File: src/design/cst_pkg.sv
// ----------------------------------------------------------------------------
// cst_pkg: shared types and constants of the CSV stream tokenizer
// Character codes, field count limit, parse modes and the entry format of
// the queue between the classifying front and the executing back.
// ----------------------------------------------------------------------------
package cst_pkg;

  localparam int unsigned CNT_W = 8;
  localparam logic [CNT_W-1:0] MAX_FIELDS = 8'd255;

  localparam logic [7:0] CH_QUOTE  = 8'h22;
  localparam logic [7:0] CH_LF     = 8'h0A;
  localparam logic [7:0] SEP_RESET = 8'd44;

  typedef enum logic [1:0] {
    MODE_PLAIN   = 2'd0,
    MODE_QUOTED  = 2'd1,
    MODE_PENDING = 2'd2
  } parse_mode_t;

  // byte class flags, set by the front
  typedef struct packed {
    logic eos;
    logic is_lf;
    logic is_sep;
    logic is_quote;
  } tok_cls_t;

  typedef struct packed {
    logic [7:0] data;
    tok_cls_t   cls;
  } tok_entry_t;

endpackage

File: src/design/cst_front.sv
// ----------------------------------------------------------------------------
// cst_front: request intake and classification
// Holds the separator register, classifies each accepted byte and pushes it
// into a two-entry queue that the back drains.
// ----------------------------------------------------------------------------
module cst_front (
  input  logic                clk,
  input  logic                rst_n,
  input  logic                cfg_wr_en,
  input  logic [7:0]          cfg_wr_data,
  input  logic                in_valid,
  output logic                in_stall,
  input  logic [7:0]          in_byte,
  input  logic                in_end_of_stream,
  output logic                q_valid,
  output cst_pkg::tok_entry_t q_entry,
  input  logic                q_pop
);

  logic [7:0]          sep_r;
  cst_pkg::tok_entry_t mem_r [2];
  logic                wr_ptr_r;
  logic                rd_ptr_r;
  logic [1:0]          cnt_r;
  logic [1:0]          cnt_nxt;
  logic                push;
  cst_pkg::tok_entry_t entry;

  assign in_stall = (cnt_r == 2'd2);
  assign push     = in_valid && !in_stall;
  assign q_valid  = (cnt_r != 2'd0);
  assign q_entry  = mem_r[rd_ptr_r];

  always_comb begin
    entry.data         = in_byte;
    entry.cls.eos      = in_end_of_stream;
    entry.cls.is_lf    = (in_byte == cst_pkg::CH_LF);
    entry.cls.is_sep   = (in_byte == sep_r);
    entry.cls.is_quote = (in_byte == cst_pkg::CH_QUOTE);
  end

  always_comb begin
    cnt_nxt = cnt_r;
    if (push && !q_pop) begin
      cnt_nxt = cnt_r + 2'd1;
    end else if (!push && q_pop) begin
      cnt_nxt = cnt_r - 2'd1;
    end
  end

  always_ff @(posedge clk) begin
    if (!rst_n) begin
      sep_r <= cst_pkg::SEP_RESET;
    end else if (cfg_wr_en) begin
      sep_r <= cfg_wr_data;
    end
  end

  always_ff @(posedge clk) begin
    if (!rst_n) begin
      wr_ptr_r <= 1'b0;
      rd_ptr_r <= 1'b0;
      cnt_r    <= 2'd0;
    end else begin
      cnt_r <= cnt_nxt;
      if (push) begin
        wr_ptr_r <= !wr_ptr_r;
      end
      if (q_pop) begin
        rd_ptr_r <= !rd_ptr_r;
      end
    end
  end

  always_ff @(posedge clk) begin
    if (push) begin
      mem_r[wr_ptr_r] <= entry;
    end
  end

endmodule

File: src/design/cst_back.sv
// ----------------------------------------------------------------------------
// cst_back: tokenizer state machine and result register
// Pops classified bytes, updates parse mode and field/row counters, and
// loads one result into the output register when the byte produces one.
// ----------------------------------------------------------------------------
module cst_back (
  input  logic                clk,
  input  logic                rst_n,
  input  logic                q_valid,
  input  cst_pkg::tok_entry_t q_entry,
  output logic                q_pop,
  output logic                out_valid,
  input  logic                out_stall,
  output logic [7:0]          out_byte,
  output logic                out_byte_valid,
  output logic                out_field_end,
  output logic                out_row_end,
  output logic                out_format_error,
  output logic [7:0]          out_expected_count,
  output logic [7:0]          out_got_count,
  output logic [31:0]         out_error_row
);

  cst_pkg::parse_mode_t    mode_r, mode_nxt;
  logic [cst_pkg::CNT_W-1:0] fields_r, fields_nxt;
  logic [cst_pkg::CNT_W-1:0] width_r, width_nxt;
  logic [cst_pkg::CNT_W-1:0] cnt_inc;
  logic                    has_data_r, has_data_nxt;
  logic [31:0]             row_r, row_nxt;
  logic                    err_r, err_nxt;
  logic                    out_valid_r;

  logic                    take;
  logic                    plain;
  logic                    do_emit;
  logic                    do_field;
  logic                    do_row;
  logic                    res;
  logic                    res_bv, res_fe, res_re, res_fmt;
  logic [7:0]              res_byte, res_exp, res_got;
  logic [31:0]             res_row;

  assign take      = q_valid && (!out_valid_r || !out_stall);
  assign q_pop     = take;
  assign out_valid = out_valid_r;
  assign cnt_inc   = (fields_r == cst_pkg::MAX_FIELDS) ? cst_pkg::MAX_FIELDS
                                                       : fields_r + 1'b1;

  always_comb begin
    mode_nxt     = mode_r;
    fields_nxt   = fields_r;
    width_nxt    = width_r;
    has_data_nxt = has_data_r;
    row_nxt      = row_r;
    err_nxt      = err_r;
    plain        = 1'b0;
    do_emit      = 1'b0;
    do_field     = 1'b0;
    do_row       = 1'b0;
    res_bv       = 1'b0;
    res_fe       = 1'b0;
    res_re       = 1'b0;
    res_fmt      = 1'b0;
    res_byte     = 8'd0;
    res_exp      = 8'd0;
    res_got      = 8'd0;
    res_row      = 32'd0;

    // drop everything once the format error is latched
    if (take && !err_r) begin
      if (q_entry.cls.eos) begin
        mode_nxt = cst_pkg::MODE_PLAIN;
        do_row   = (fields_r != '0) || has_data_r;
      end else begin
        case (mode_r)
          cst_pkg::MODE_QUOTED: begin
            if (q_entry.cls.is_quote) begin
              mode_nxt = cst_pkg::MODE_PENDING;
            end else begin
              do_emit = 1'b1;
            end
          end
          cst_pkg::MODE_PENDING: begin
            // doubled quote is a literal quote
            if (q_entry.cls.is_quote) begin
              mode_nxt = cst_pkg::MODE_QUOTED;
              do_emit  = 1'b1;
            end else begin
              mode_nxt = cst_pkg::MODE_PLAIN;
              plain    = 1'b1;
            end
          end
          default: begin
            mode_nxt = cst_pkg::MODE_PLAIN;
            plain    = 1'b1;
          end
        endcase
        if (plain) begin
          if (q_entry.cls.is_lf) begin
            do_row = 1'b1;
          end else if (q_entry.cls.is_sep) begin
            do_field = 1'b1;
          end else if (q_entry.cls.is_quote) begin
            mode_nxt     = cst_pkg::MODE_QUOTED;
            has_data_nxt = 1'b1;
          end else begin
            do_emit = 1'b1;
          end
        end
      end

      if (do_emit) begin
        has_data_nxt = 1'b1;
        res_bv       = 1'b1;
        res_byte     = q_entry.data;
      end
      if (do_field) begin
        fields_nxt   = cnt_inc;
        has_data_nxt = 1'b0;
        res_fe       = 1'b1;
      end
      if (do_row) begin
        has_data_nxt = 1'b0;
        res_fe       = 1'b1;
        if ((width_r != '0) && (width_r != cnt_inc)) begin
          err_nxt    = 1'b1;
          fields_nxt = cnt_inc;
          res_fmt    = 1'b1;
          res_exp    = width_r[7:0];
          res_got    = cnt_inc[7:0];
          res_row    = row_r;
        end else begin
          if (width_r == '0) begin
            width_nxt = cnt_inc;
          end
          res_re     = 1'b1;
          fields_nxt = '0;
          row_nxt    = row_r + 32'd1;
        end
      end
    end
    res = do_emit || do_field || do_row;
  end

  always_ff @(posedge clk) begin
    if (!rst_n) begin
      mode_r      <= cst_pkg::MODE_PLAIN;
      fields_r    <= '0;
      width_r     <= '0;
      has_data_r  <= 1'b0;
      row_r       <= 32'd1;
      err_r       <= 1'b0;
      out_valid_r <= 1'b0;
    end else begin
      mode_r     <= mode_nxt;
      fields_r   <= fields_nxt;
      width_r    <= width_nxt;
      has_data_r <= has_data_nxt;
      row_r      <= row_nxt;
      err_r      <= err_nxt;
      if (take && res) begin
        out_valid_r <= 1'b1;
      end else if (!out_stall) begin
        out_valid_r <= 1'b0;
      end
    end
  end

  always_ff @(posedge clk) begin
    if (take && res) begin
      out_byte           <= res_byte;
      out_byte_valid     <= res_bv;
      out_field_end      <= res_fe;
      out_row_end        <= res_re;
      out_format_error   <= res_fmt;
      out_expected_count <= res_exp;
      out_got_count      <= res_got;
      out_error_row      <= res_row;
    end
  end

endmodule

File: src/design/csv_stream_tokenizer.sv
// ----------------------------------------------------------------------------
// csv_stream_tokenizer: CSV byte stream to field/row tokens
// Channel   Direction  Handshake          Payload
// in_       input      in_valid/in_stall  in_byte, in_end_of_stream
// out_      output     out_valid/out_stall content byte, field/row ends, error
// cfg_      input      cfg_wr_en          cfg_wr_data (separator byte)
//
// One byte per cycle sustained while out_stall is low, bounded by the back's
// per-byte mode update. An accepted request is written into the queue, then
// popped into the result register that drives the outputs.
// Bytes that give no result (opening quote, errors latched) still take a slot.
// Reset is synchronous, active low; separator resets to a comma.
// Output stall backs up through the two-entry queue to in_stall.
// ----------------------------------------------------------------------------
module csv_stream_tokenizer (
  input  logic        clk,
  input  logic        rst_n,
  input  logic        cfg_wr_en,
  input  logic [7:0]  cfg_wr_data,
  input  logic        in_valid,
  output logic        in_stall,
  input  logic [7:0]  in_byte,
  input  logic        in_end_of_stream,
  output logic        out_valid,
  input  logic        out_stall,
  output logic [7:0]  out_byte,
  output logic        out_byte_valid,
  output logic        out_field_end,
  output logic        out_row_end,
  output logic        out_format_error,
  output logic [7:0]  out_expected_count,
  output logic [7:0]  out_got_count,
  output logic [31:0] out_error_row
);

  logic                q_valid;
  logic                q_pop;
  cst_pkg::tok_entry_t q_entry;

  cst_front u_front (
    .clk              (clk),
    .rst_n            (rst_n),
    .cfg_wr_en        (cfg_wr_en),
    .cfg_wr_data      (cfg_wr_data),
    .in_valid         (in_valid),
    .in_stall         (in_stall),
    .in_byte          (in_byte),
    .in_end_of_stream (in_end_of_stream),
    .q_valid          (q_valid),
    .q_entry          (q_entry),
    .q_pop            (q_pop)
  );

  cst_back u_back (
    .clk                (clk),
    .rst_n              (rst_n),
    .q_valid            (q_valid),
    .q_entry            (q_entry),
    .q_pop              (q_pop),
    .out_valid          (out_valid),
    .out_stall          (out_stall),
    .out_byte           (out_byte),
    .out_byte_valid     (out_byte_valid),
    .out_field_end      (out_field_end),
    .out_row_end        (out_row_end),
    .out_format_error   (out_format_error),
    .out_expected_count (out_expected_count),
    .out_got_count      (out_got_count),
    .out_error_row      (out_error_row)
  );

endmodule
File: config.mk
export PLATFORM = sky130hd
export DESIGN_NAME = csv_stream_tokenizer
export DESIGN_NICKNAME = d
export VERILOG_FILES = /design/src/design/cst_pkg.sv /design/src/design/cst_front.sv /design/src/design/cst_back.sv /design/src/design/csv_stream_tokenizer.sv
export SDC_FILE = /design/constraint.sdc
export NUM_CORES = 1
export LEC_CHECK = 0
export BUFFER_PORTS_ARGS = -buffer_cell sky130_fd_sc_hd__buf_2
export CAP_MARGIN = 0
export CORE_ASPECT_RATIO = 1.25
export CORE_MARGIN = 10
export CORE_UTILIZATION = 40
export CTS_CLUSTER_DIAMETER = 100
export CTS_CLUSTER_SIZE = 14
export DETAILED_ROUTE_END_ITERATION = 10
export GPL_TIMING_DRIVEN = 0
export HOLD_SLACK_MARGIN = 0.03
export SLEW_MARGIN = 20
export SYNTH_ARGS = -nofsm -noshare
export SYNTH_HDL_FRONTEND = slang
export SYNTH_SLANG_ARGS = --single-unit
File: constraint.sdc
create_clock -name clk -period 4.2 [get_ports clk]
set_clock_uncertainty 0.05 [all_clocks]
set_input_delay 0.42 -clock clk [delete_from_list [all_inputs] [get_ports clk]]
set_output_delay 0.42 -clock clk [all_outputs]
set_load 0.01 [all_outputs]
==> reports/results.tsv, run 1 <==
stage	metric	value	unit
worst_hold_path	worst_hold_path.endpoint	u_front.mem_r[1][3]$_DFFE_PP_	
pwr	seqPwrFrac	43.0	%
clocking	ctsRootBufferMaster	clkbuf_16	
placement	io_buffers	81	
placement	place_worst_setup_slack	828.5	ps
critical_path	endpoint_kind	register	
critical_path	cp_top_family	simple AND/OR/NAND/NOR gates	
cells_and_area	utilization	48.57	%
outcome	status	finished, final reports clean	
critical_path	r2r-end	u_back.out_got_count[5]$_SDFFCE_PN0P_	
timing	setup_tns	0	ps
pwr	swShare	33.28	%
global_routing	grt-ovfl-total	0	
critical_path	cp_max_fo	10	
detailed_routing	drc	0	
placement	gp_congestion	0.8303	
timing	finalHoldViolations	0	
synthesis	synth_cells	601	
cells_and_area	nFillCells	1539	
synthesis	synthFlopType	edfxtp_1	
clocking	cts_setup_buffers	0	
synthesis	synthTopCellsByCount	84 x edfxtp_1, 66 x dfxtp_1, 63 x nor2_1	
critical_path	crit_chain	ha_1, buf_4, nand4_1, or2_0, clkbuf_1, o22a_1, nand4_1, and2_4, nand2_1, clkbuf_1, nand2_1, clkbuf_1, nor2_1	
die	die_h	164.1	um
die	io_pins	84	
timing	whs	144.8	ps
die	start_util	40.85	%
synthesis	synth.top_cell.area_share	37.96	%
pwr	clkPwrFrac	28.7	%
critical_path	r2r_start	u_back.fields_r[0]$_SDFFE_PN0P_	
global_routing	grt_pass1_wl	24090	um
synthesis	synth_nets	629	
critical_path	critPathArrivalTime	3510	ps
critical_path	startpoint_type	register	
timing	setup_slack	787.5	ps
clocking	cts_buffers	17	
synthesis	synth_area_leaders	edfxtp_1 38%, dfxtp_1 20%, and3_1 4.1%	
pwr	comb_power_share	28.3	%
pwr	ir_worst_vdd	0.0003742	V
timing	fin_crit	3412	ps
detailed_routing	via_per_inst	5.156	
synthesis	syn_avg_cell_area	11.06	um2
cells_and_area	n_antenna_cell	0	
timing	slew_headroom	33.10	%
job	maxCapViolations	0	
pwr	p_leak	2.989	nW
synthesis	synth_cell_type_count	61	
critical_path	reg2reg_depth	13	
clocking	cts_hold_buf	0	
critical_path	crit_slowest_cell	dfxtp_1	
detailed_routing	vias	4800	
critical_path	cpMostUsedCell	clkbuf_1	
detailed_routing	ant_nets	0	
die	dieWidth	135.3	um
pwr	totalPowerFinal	4.904	mW
global_routing	top_usage_layer	met2	
detailed_routing	drtIter0Drc	374	
detailed_routing	dr.pass1.iters	5	
critical_path	required	4300	ps
synthesis	synth_edf_count	84	
clocking	cts_tree	done	
clocking	htreeDepth	4	
worst_hold_path	worstHoldPathType	primary input to register	
synthesis	ys_async_sr_fraction	0	%
timing	rsz0062_at_grt	false	
global_routing	grt_pass1_vias	4783	
clocking	clkLatencyLatePin	420	ps
synthesis	yosys.area.top_type	edfxtp_1	
synthesis	synth-warning-count	0	
critical_path	rrSetupSlack	790	ps
clocking	cts.sinks	150	
critical_path	max_stage_delay	450	ps
global_routing	grt_max_degree	39	
worst_hold_path	hold_start	in_end_of_stream	
synthesis	synth_area	0.006645	mm2
die	core.rowCount	52	
critical_path	worstSetupPathType	register to register	
worst_hold_path	hold_path_depth	1	
placement	dp_hpwl	11120	um
global_routing	grt_antenna_before_repair	0	
global_routing	use_met1	14.51	%
detailed_routing	wl	14870	um
clocking	clk_pin_slew	60	ps
pwr	p_sw	1.632	mW
pwr	p_int	3.272	mW
die	core-area	0.01627	mm2
die	die_area	0.02220	mm2
cells_and_area	drive_gt1_share	20.42	%
global_routing	grtUsageMet2	24.10	%
pwr	power_density	620.7	mW/mm2
global_routing	grtUsageTotal	13.60	%
timing	fin_crit_sh	81.25	%
cells_and_area	area_growth_syn_to_layout	18.89	%
synthesis	synth_most_common_cell	edfxtp_1	
synthesis	synth_seq_cells	150	
synthesis	yosysSeqAreaShare	57.84	%
cells_and_area	largest_registers	u_back.out_error_row (32), u_back.row_r (32), u_front.mem_r (24)	
timing	slew_violations	0	
cells_and_area	finalNetCount	730	
clocking	cts_buffer_depth	2	
clocking	ctsResizeCount	0	
critical_path	crit_buf_inv	4	
timing	clock.fmax	293.0	MHz
timing	setup_viol	0	
global_routing	met3_usage	4.829	%
detailed_routing	wl_per_cell	15.97	um
timing	tightest_slew	999.8	ps
-- power by group through the flow --
| stage | registers, mW | logic [mW] | clock network, mW |
|---|---|---|---|
| floorplan | 2.28 | 0.730 | 0 |
| CTS | 2.12 | 1.42 | 1.43 |
| global route | 2.14 | 1.55 | 1.50 |
| finish | 2.11 | 1.39 | 1.41 |
| global placement | 2.17 | 1.34 | 0 |
| detailed placement | 2.14 | 1.42 | 0 |
-- worst max path at each step --
stage	slack [ps]	startpoint	to	cells after the start
2_1_floorplan	910	register	u_back.out_byte[0]$_SDFFCE_PN0P_	7
3_3_place_gp	-30	register	u_back.out_error_row[17]$_SDFFCE_PN0P_	8
3_5_place_dp	830	u_back.fields_r[0]$_SDFFE_PN0P_	u_back.out_got_count[5]$_SDFFCE_PN0P_	13
4_1_cts	800	u_back.fields_r[0]$_SDFFE_PN0P_	u_back.out_got_count[5]$_SDFFCE_PN0P_	13
5_1_grt	510	u_back.fields_r[0]$_SDFFE_PN0P_	u_back.out_got_count[7]$_SDFFCE_PN0P_	12
6_report	790	u_back.fields_r[0]$_SDFFE_PN0P_	u_back.out_got_count[5]$_SDFFCE_PN0P_	13
-- layout by cell type, fill, tap and decap left out, types with 4 or more instances in the layout --
cell type   instances
buf_6               5
or4_1              15
buf_2              89
o31ai_1            14
and3_1             44
nor4_1              4
nand2_1            37
a21oi_1            44
o21a_1             11
o21ai_0            21
or3_1              15
dfxtp_1            66
a311oi_1            4
nand4_1             8
ha_1                6
nand3_1            15
a31oi_1             4
clkinvlp_4          4
nor2_1             63
edfxtp_1           84
xnor2_1            14
xor2_1             10
clkbuf_16          17
inv_1              15
clkbuf_1           18
mux2i_1            18
-- final cells by class --
cell class,instances,area [um2],area share [%]
multi-input cells,398,2524,31.94
flip-flops and latches,150,3844,48.65
inverters,17,63.81,0.8077
clock buffers,20,446.7,5.654
well taps,216,270.3,3.421
plain buffers,36,221.5,2.803
repair buffers,82,425.4,5.385
clock inverters,12,105.1,1.330
-- per-layer routing --
layer,vias to the layer above,part of all wire (%)
met5,-,0
met2,107,53
li1,2412,-
met3,20,5.4
met4,0,1.7
met1,2261,40
-- logic make-up (layout without fill, tap and decap cells) --
logic type / count (synthesis) / count (layout) / synth area share, %
AND/OR/NAND/NOR: 233 / 233 / 19.15
flip-flops: 150 / 150 / 57.84
AO/OA/AOI/OAI: 112 / 112 / 10.36
buffers and inverters: 53 / 167 / 4.293
XOR/XNOR: 26 / 26 / 3.841
multiplexers: 21 / 21 / 3.389
adder cells (fa/ha/maj): 6 / 6 / 1.130
-- through the flow --
stage,std cells,instance area [um2]
finish,931,7900
global route,931,7900
CTS,931,7900
detailed placement,899,7348
global placement,898,7321
floorplan,601,6645
Note: power is estimated with default switching activity, not from simulation.
==> run 2: changes to the inputs <==
clock period = 3.07 ns   (was 4.2 ns; I/O delays follow)
==> run 2 against run 1 <==
Effect of this change:
- total power increased by 40%
- count of clock-buffer cells in the layout down 3
- cell count rose by 0.11%
- global-route usage down 0.055 points
- clock power up 48%
- combinational power grew 37%
- via count up 0.54%
- utilization is 0.54 points higher
- sequential power increased by 37%
==> reports/results.tsv, run 2 (synthesis gave the netlist of run 1 again) <==
stage	metric	value	unit	change
timing	finalHoldViolations	0		unchanged
critical_path	cp_max_fo	10		unchanged
critical_path	cpMostUsedCell	nand4_1		was clkbuf_1
critical_path	reg2reg_depth	12		was 13
timing	whs	46.77	ps	was 144.8 ps
timing	setup_viol	0		unchanged
timing	tightest_slew	973.0	ps	was 999.8 ps
detailed_routing	dr.pass1.iters	4		was 5
timing	fin_crit	2883	ps	was 3412 ps
clocking	clk_pin_slew	60	ps	about the same
critical_path	cp-startpoint	u_back.fields_r[0]$_SDFFE_PN0P_		unchanged
critical_path	required	3380	ps	was 4300 ps
timing	setup_slack	186.9	ps	was 787.5 ps
die	core-area	0.01627	mm2	unchanged
global_routing	grt_pass1_vias	4900		was 4,783
critical_path	endpoint_kind	register		unchanged
clocking	clkLatencyLatePin	430	ps	was 420 ps
placement	dp_hpwl	11010	um	was 11,120 um
timing	clock.fmax	346.8	MHz	was 293.0 MHz
timing	fin_crit_sh	93.91	%	was 81.25%
worst_hold_path	hold_start	cfg_wr_data[2]		was in_end_of_stream
critical_path	r2r_start	u_back.fields_r[0]$_SDFFE_PN0P_		unchanged
critical_path	startpoint_type	register		unchanged
pwr	p_leak	3.039	nW	was 2.989 nW
detailed_routing	via_per_inst	5.178		was 5.156
detailed_routing	ant_nets	0		unchanged
die	dieWidth	135.3	um	unchanged
clocking	cts.sinks	150		unchanged
placement	place_worst_setup_slack	-329.0	ps	was 828.5 ps
timing	slew_headroom	34.89	%	was 33.10%
die	die_h	164.1	um	unchanged
placement	gp_congestion	0.8388		was 0.8303
placement	io_buffers	81		unchanged
global_routing	grt-ovfl-total	0		unchanged
clocking	cts_buffer_depth	2		unchanged
global_routing	grtUsageTotal	13.54	%	was 13.60%
die	die_area	0.02220	mm2	unchanged
global_routing	grt_pass1_wl	24090	um	unchanged
pwr	ir_worst_vdd	0.0006243	V	was 0.0003742 V
timing	slew_violations	0		unchanged
clocking	htreeDepth	4		unchanged
die	core.rowCount	52		unchanged
cells_and_area	final_common_cell	buf_2		unchanged
cells_and_area	area_growth_syn_to_layout	20.20	%	was 18.89%
outcome	status	finished, final reports clean		unchanged
critical_path	worstSetupPathType	register to register		unchanged
critical_path	rrSetupSlack	190	ps	was 790 ps
global_routing	grt_max_degree	61		was 39
cells_and_area	nFillCells	1524		was 1,539
clocking	cts_tree	done		unchanged
clocking	cts_buffers	17		unchanged
clocking	ctsRootBufferMaster	clkbuf_16		unchanged
detailed_routing	wl	15050	um	was 14,870 um
critical_path	max_stage_delay	400	ps	was 450 ps
critical_path	r2r-end	u_back.row_r[28]$_SDFFE_PN0P_		was u_back.out_got_count[5]$_SDFFCE_PN0P_
critical_path	critPathArrivalTime	3200	ps	was 3510 ps
cells_and_area	finalNetCount	731		was 730
detailed_routing	vias	4826		was 4,800
detailed_routing	drc	0		unchanged
cells_and_area	n_antenna_cell	0		unchanged
job	maxCapViolations	0		unchanged
die	io_pins	84		unchanged
die	start_util	40.85	%	unchanged
detailed_routing	drtIter0Drc	400		was 374
critical_path	crit_slowest_cell	dfxtp_2		was dfxtp_1
cells_and_area	largest_registers	u_back.out_error_row (32), u_back.row_r (32), u_front.mem_r (24)		unchanged
global_routing	grt_antenna_before_repair	0		unchanged
detailed_routing	wl_per_cell	16.15	um	was 15.97 um
critical_path	crit_chain	ha_1, buf_4, nand4_1, or2_0, clkbuf_2, o22a_1, nand4_1, and2_4, nand4_2, buf_6, or4_1, a21oi_1		was ha_1, buf_4, nand4_1, or2_0, clkbuf_1, o22a_1, nand4_1, and2_4, nand2_1, clkbuf_1, nand2_1, clkbuf_1, nor2_1
pwr	power_density	860.0	mW/mm2	was 620.7 mW/mm2
worst_hold_path	worst_hold_path.endpoint	u_front.sep_r[2]$_SDFFE_PN1P_		was u_front.mem_r[1][3]$_DFFE_PP_
worst_hold_path	worstHoldPathType	primary input to register		unchanged
worst_hold_path	hold_path_depth	3		was 1
cells_and_area	final_cell_mix	89 x buf_2, 84 x edfxtp_1, 65 x dfxtp_1		was 89 x buf_2, 84 x edfxtp_1, 66 x dfxtp_1
cells_and_area	drive_gt1_share	22.21	%	was 20.42%
==> run 2: cell count changes in the layout (fill, tap and decap cells not counted), moves of 2 or more <==
cell / previous run / this run
clkinv_4: 2 / 4
buf_4: 3 / 5
clkbuf_2: 1 / 3
clkinv_2: 3 / 1
inv_8: 0 / 3
nand2_1: 37 / 35
nand2_2: 0 / 2
clkinvlp_4: 4 / 2
clkbuf_1: 18 / 11
==> run 2: where the power goes <==
part	internal, mW	total [mW]	switching (mW)
registers	2.73	2.89	0.160
clock network	1.22	2.08	0.864
logic	0.607	1.90	1.29
total	4.55	6.87	2.32
==> run 2: through the flow <==
step	area [um2]	util [%]	std cells	setup TNS (ps)	power [mW]
final	7988	49.11	932	0	6.869
after global placement	7323	45.02	898	-22720	4.783
after CTS	7943	48.83	931	0	6.922
after floorplan	6648	-	601	0	4.106
after detailed placement	7328	45.05	898	-4467	4.837
after global routing	7988	49.11	932	-5.466	7.249
==> run 2: worst max-delay path, delay by kind of cell (launching register included) <==
kind,cells,cell delay (ps)
flops,1,400
fa+ha+maj,1,170
buf+inv,3,530
simple gates,6,1340
compound gates,2,320
==> run 2: worst max-delay path by stage <==
stage / endpoint / slack, ps / depth (start not counted)
2_1_floorplan: u_back.out_byte[0]$_SDFFCE_PN0P_ / 330 / 7
3_3_place_gp: u_back.out_error_row[20]$_SDFFCE_PN0P_ / -330 / 8
3_5_place_dp: u_back.out_got_count[7]$_SDFFCE_PN0P_ / -330 / 12
4_1_cts: u_back.out_error_row[19]$_SDFFCE_PN0P_ / 9 / 8
5_1_grt: u_back.row_r[26]$_SDFFE_PN0P_ / -5 / 12
6_report: u_back.row_r[28]$_SDFFE_PN0P_ / 190 / 12
==> run 2: layer usage <==
| layer | wire (um) | share of wire (%) | vias up | global-route usage, % |
|---|---|---|---|---|
| met5 | 0 | 0 | - | 0 |
| met4 | 278 | 1.8 | 0 | 5.343 |
| met3 | 707 | 4.7 | 23 | 4.065 |
| met2 | 7964 | 53 | 96 | 24.26 |
| met1 | 6097 | 41 | 2293 | 14.56 |
| li1 | - | - | 2414 | - |
==> run 2: cell type report <==
cell class              count  area, um2  area share [%]
clock buffers              17      425.4           5.326
plain buffers              36      239.0           2.992
clock inverters            15      170.2           2.130
well taps                 216      270.3           3.383
repair buffers             83      422.9           5.294
multi-input cells         398       2551           31.94
flip-flops and latches    150       3845           48.14
inverters                  17      63.81          0.7989
==> run 2: repair_timing <==
action	CTS	global route
hold buffers	1	0
gates resized for setup	5	18
hold endpoints to repair	2	0
endpoints found under the setup margin	34	115
setup buffers	0	1
pin swaps	0	1
